### config.mk
export PLATFORM = sky130hd
export DESIGN_NAME = pps_frac_div
export DESIGN_NICKNAME = d
export VERILOG_FILES = /design/src/rtl/core/pps_pkg.sv /design/src/rtl/core/pps_frac_div.sv
export SDC_FILE = /design/constraint.sdc
export NUM_CORES = 1
export LEC_CHECK = 0
export BUFFER_PORTS_ARGS = -buffer_cell sky130_fd_sc_hd__buf_2
export CAP_MARGIN = 15
export CORE_ASPECT_RATIO = 1.75
export CORE_MARGIN = 5
export CORE_UTILIZATION = 35
export DETAILED_ROUTE_END_ITERATION = 16
export PLACE_DENSITY = 0.5
export SYNTH_ARGS = -nofsm -noshare
export SYNTH_HDL_FRONTEND = slang
export SYNTH_SLANG_ARGS = --single-unit
### constraint.sdc
create_clock -name clock -period 4.36 [get_ports clock]
set_input_delay 0.654 -clock clock [delete_from_list [all_inputs] [get_ports clock]]
set_output_delay 0.654 -clock clock [all_outputs]
set_load 0.01 [all_outputs]
### src/rtl/core/pps_pkg.sv
// ----------------------------------------------------------------------------
// Polygon plane split package
// Shared types, codes and widths of the polygon plane split core.
// ----------------------------------------------------------------------------
package pps_pkg;

   localparam int COORD_W = 32;
   localparam int NORM_W  = 18;
   localparam int EPS_W   = 31;
   localparam int DIST_W  = 52;
   localparam int FRAC_W  = 32;
   localparam int CSR_W   = 3;
   localparam int CSR_DATA_W = 32;

   localparam logic signed [NORM_W-1:0] ONE_Q16     = 18'sd65536;
   localparam logic signed [NORM_W-1:0] MINUS_ONE_Q16 = -18'sd65536;

   localparam logic [CSR_W-1:0] CSR_NORMAL_X  = 3'd0;
   localparam logic [CSR_W-1:0] CSR_NORMAL_Y  = 3'd1;
   localparam logic [CSR_W-1:0] CSR_NORMAL_Z  = 3'd2;
   localparam logic [CSR_W-1:0] CSR_PLANE_D   = 3'd3;
   localparam logic [CSR_W-1:0] CSR_EPSILON   = 3'd4;

   typedef enum logic [1:0] {
      SIDE_AHEAD  = 2'd0,
      SIDE_BEHIND = 2'd1,
      SIDE_ON     = 2'd2
   } side_type;

   typedef struct packed {
      logic signed [COORD_W-1:0] x;
      logic signed [COORD_W-1:0] y;
      logic signed [COORD_W-1:0] z;
      logic                      side;
      logic                      status;
   } result_type;

   typedef struct packed {
      logic [DIST_W-1:0] num;
      logic [DIST_W:0]   den;
   } div_req_type;

endpackage

### src/rtl/core/pps_frac_div.sv
// ----------------------------------------------------------------------------
// Fraction divider
// Restoring divider giving num/den as a Q0.32 fraction, one bit per cycle.
// ----------------------------------------------------------------------------
module pps_frac_div (
   input  logic                         clock,
   input  logic                         reset,
   input  logic                         start,
   input  pps_pkg::div_req_type         req,
   output logic                         done,
   output logic [pps_pkg::FRAC_W-1:0]   quot
);

   localparam int REM_W = pps_pkg::DIST_W + 2;
   localparam int CNT_W = $clog2(pps_pkg::FRAC_W);

   logic                        busy_ff, busy_in;
   logic                        done_ff, done_in;
   logic                        zero_ff, zero_in;
   logic [CNT_W-1:0]            cnt_ff, cnt_in;
   logic [REM_W-1:0]            rem_ff, rem_in;
   logic [pps_pkg::DIST_W:0]    den_ff, den_in;
   logic [pps_pkg::FRAC_W-1:0]  q_ff, q_in;
   logic [REM_W-1:0]            rem_sh;

   assign rem_sh = {rem_ff[REM_W-2:0], 1'b0};

   always_comb begin
      busy_in = busy_ff;
      done_in = 1'b0;
      zero_in = zero_ff;
      cnt_in  = cnt_ff;
      rem_in  = rem_ff;
      den_in  = den_ff;
      q_in    = q_ff;
      if (start) begin
         busy_in = 1'b1;
         cnt_in  = '0;
         rem_in  = {2'b00, req.num};
         den_in  = req.den;
         q_in    = '0;
         zero_in = (req.den == '0) || ({1'b0, req.num} >= req.den);
      end else if (busy_ff) begin
         if (rem_sh >= {1'b0, den_ff}) begin
            rem_in = rem_sh - {1'b0, den_ff};
            q_in   = {q_ff[pps_pkg::FRAC_W-2:0], 1'b1};
         end else begin
            rem_in = rem_sh;
            q_in   = {q_ff[pps_pkg::FRAC_W-2:0], 1'b0};
         end
         cnt_in = cnt_ff + CNT_W'(1);
         if (cnt_ff == CNT_W'(pps_pkg::FRAC_W - 1)) begin
            busy_in = 1'b0;
            done_in = 1'b1;
         end
      end
   end

   always_ff @(posedge clock) begin
      if (reset) begin
         busy_ff <= 1'b0;
         done_ff <= 1'b0;
      end else begin
         busy_ff <= busy_in;
         done_ff <= done_in;
      end
      zero_ff <= zero_in;
      cnt_ff  <= cnt_in;
      rem_ff  <= rem_in;
      den_ff  <= den_in;
      q_ff    <= q_in;
   end

   assign done = done_ff;
   assign quot = zero_ff ? '0 : q_ff;

endmodule

==> results.md <==
- Period utilisation layout: between 80 and 90%
- Post-Syn Nets: 1402
- Worst-margin pin slew: 1099 ps
- Critical path peak fanout: 30
- Sum Neg Setup Slack: 0 ps
- Post-DP HPWL: 26160 um
- Mean Syn Cell Area: 9.059 um2
- Post-synthesis register bit count: 146
- Hold WC Path Type: input pin to register
- Critical path's top delay family: compound AO/OA/AOI/OAI gates
- Setup Buffers After CTS: 0
- First DRT Iteration DRCs: 465
- CTS Sinks: 146
- Antenna cells: 0
- Leak: 5.450 nW
- Num CTS Buffers: 17
- Largest net degree at the start of global routing: 180
- Worst Path Buf+Inv: 1
- Die area: 34440 um2
- Ratio of cells with drive above 1 in the final layout: 15.09%
- Status: completed
- Buffer type at the clock tree root: clkbuf_16
- DR WL/cell: 19.80 um
- Slowest cell delay on critical path: around 530 ps
- Fraction of registers with async set/reset: 0%
- Cell variety after synth: 65
- Slew Limit Fails: 0
- Worst path slowest cell: a2111o_1
- Initial Utilization: 35.20%
- CTS tree: built
- RSZ-0062 raised after global routing: false
- Endpoints failing hold: 0
- Die Span Y: ~240 um
- Post-Syn Area: 10740 um2
- Area growth syn-to-layout: 15.69%
- Via count: ~9000
- GP Congestion: 0.8812
- Relative slew slack: 26.71%
- Clock Latency Late Sink: 450 ps
- Worst path cell trace: fa_1, nor2b_1, o21a_2, o21ba_2, o211ai_1, a2111o_1, a2111oi_4, o21ba_4, nor2_4, buf_12, o311ai_1
- IO Port Bufs: 140
- CTS Hold Bufs: 0
- Startpoint types: register
- Drt first pass iters: 8
- Layout Nets: between 1500 and 2000
- Gr ovfl total: 0
- Core area: 30520 um2
- Number of global-route vias before repair: 9749
- Die X: 142.4 um
- Ports placed on the boundary: around 140
- Max Cap Violations: 0
- Synth Warn #: 0
- Post-route ant nets: 0
- Critical Path RT: 4600 ps
- Clock Path Buffers: 2
- Maximum VDD drop: 0.3740 mV
- EDFF count, synth: about 110
- Rows: 85
- Worst-path clk slew: 60 ps
- Post-CTS sizing: 0
- Residual DRC: 0
- H-tree levels: 4
- Vias per cell: 5.403
- Fmax achieved: 261.4 MHz
- Clock Skew: 9.416 ps
- Post-Route Utilization: 40.72%
- PD cells: 479.1 nW/um2
- Final worst path period need: 3826 ps
- Drt total wl: 33720 um
- Initial antenna violation count: 0
- All-layer global routing usage: 19.62%
- Main synth FF type: edfxtp_1
- Sequential cell area fraction in the yosys report: 37.08%
- Crit Path Category: register to register
- Crit path DAT: between 4000 and 5000 ps
- Post-Synthesis Cells: 1186
- Wire length of the first global-routing pass: 53030 um
- Final setup violation count: 0
- CP Capture Type: register
==> cell families (layout without fill, tap and decap cells) <==
family	after synthesis	in the layout	share of synthesized area [%]
AO/OA/AOI/OAI	302	302	19.13
XOR/XNOR	51	51	4.157
adder cells (fa/ha/maj)	108	108	12.65
buffers and inverters	178	304	6.405
flip-flops	146	146	37.08
multiplexers	33	33	3.074
AND/OR/NAND/NOR	368	368	17.50
==> through the flow <==
| stage | total power [mW] | hold slack, ps | worst slack, ps | cells | area, um2 |
|---|---|---|---|---|---|
| after floorplan | 3.763 | 452.0 | 1153 | 1186 | 10740 |
| after global placement | 4.509 | 474.0 | 618.9 | 1671 | 11850 |
| after detailed placement | 4.506 | 484.3 | 535.9 | 1671 | 11850 |
| after CTS | 5.986 | 355.0 | 498.0 | 1703 | 12430 |
| after global routing | 6.364 | 355.8 | 288.3 | 1703 | 12430 |
| final | 5.954 | 373.2 | 533.8 | 1703 | 12430 |
==> where the power goes <==
part / total (mW) / switching, mW / leakage, nW / internal [mW]
registers: 1.87 / 0.117 / 1.38 / 1.75
clock network: 1.45 / 0.577 / 0.282 / 0.877
logic: 2.63 / 1.62 / 3.79 / 1.01
==> worst register-to-register path, stage by stage, from the launching register on <==
cell,delay (ps)
edfxtp_1,450
fa_1,460
nor2b_1,170
o21a_2,160
o21ba_2,160
o211ai_1,150
a2111o_1,530
a2111oi_4,500
o21ba_4,360
nor2_4,140
buf_12,220
o311ai_1,330
==> cells in the final DEF (no fill, tap or decap), types with 8 or more instances in the layout <==
master / count
xor2_1: 22
clkbuf_16: 20
nor4_1: 20
nand4_1: 56
ha_1: 107
and2_1: 18
nor2b_1: 44
nand2_1: 85
nor2_1: 76
nand3_1: 15
buf_2: 139
o21a_1: 8
a41oi_1: 15
o311ai_1: 24
clkbuf_1: 8
nor3_1: 17
o21ai_0: 49
buf_4: 13
edfxtp_1: 106
o31ai_1: 19
inv_1: 116
a21oi_1: 81
xnor2_1: 29
a21o_1: 35
dfxtp_1: 39
a31oi_1: 13
mux2i_1: 33
==> final cells by class <==
cell class                 instances  area, um2
fill                            3086      18090
multi-input combinational        862       6093
sequential                       146       3985
timing repair buffer             155      844.6
clock buffer                      31      571.8
tap                              391      489.2
inverter                         117      439.2
clock inverter                     1      6.256
==> state kept, by name (all words and copies together), names as in the netlist <==
signal	count
q_ff	32
zero_ff	1
cnt_ff	5
rem_ff	53
done	1
den_ff	53
busy_ff	1
==> routing by layer <==
layer	routed length [um]	track usage, %
met4	528	5.036
met3	1616	3.756
met5	0	0
met2	17870	35.88
met1	13710	23.14
==> final timing paths <==
check | cells past startpoint | from | slack [ps] | to
max | 11 | den_ff[0] | 530 | rem_ff[16]
min | 2 | reset | 370 | busy_ff
max reg2reg | 11 | den_ff[0] | 530 | rem_ff[16]
min reg2reg | 2 | q_ff[31] | 500 | q_ff[31]
==> synth_stat cells, types with 3 or more instances <==
library cell,number,share of area (%)
and2_1,18,1.0
nor3b_1,3,0.21
nand4_1,56,3.3
o21bai_1,8,0.56
edfxtp_1,106,30
xnor2_1,29,2.4
o21ai_0,49,2.3
inv_1,116,4.1
or3_1,5,0.29
clkbuf_1,46,1.6
o221ai_1,3,0.24
a31o_2,3,0.24
and3_1,8,0.47
mux2i_1,33,3.1
o211ai_1,7,0.49
nor4_1,20,1.2
a211oi_1,6,0.42
or2_2,3,0.17
o311ai_2,3,0.45
a21boi_0,4,0.28
nand2b_1,7,0.41
ha_1,107,12
buf_2,4,0.19
o21ai_1,3,0.14
a21oi_1,81,3.8
o31ai_1,19,1.3
nor3_1,17,0.79
nand4b_1,4,0.33
nand3_1,15,0.70
a31oi_1,13,0.76
and4_1,3,0.24
dfxtp_1,40,7.5
nor2_1,76,2.7
buf_1,9,0.31
o311ai_1,24,2.0
xor2_1,22,1.8
a41oi_1,15,1.2
o21a_1,8,0.56
nand2_1,86,3.0
a21o_1,35,2.4
nor2b_1,44,2.6
(Power assumes the default switching activity.)
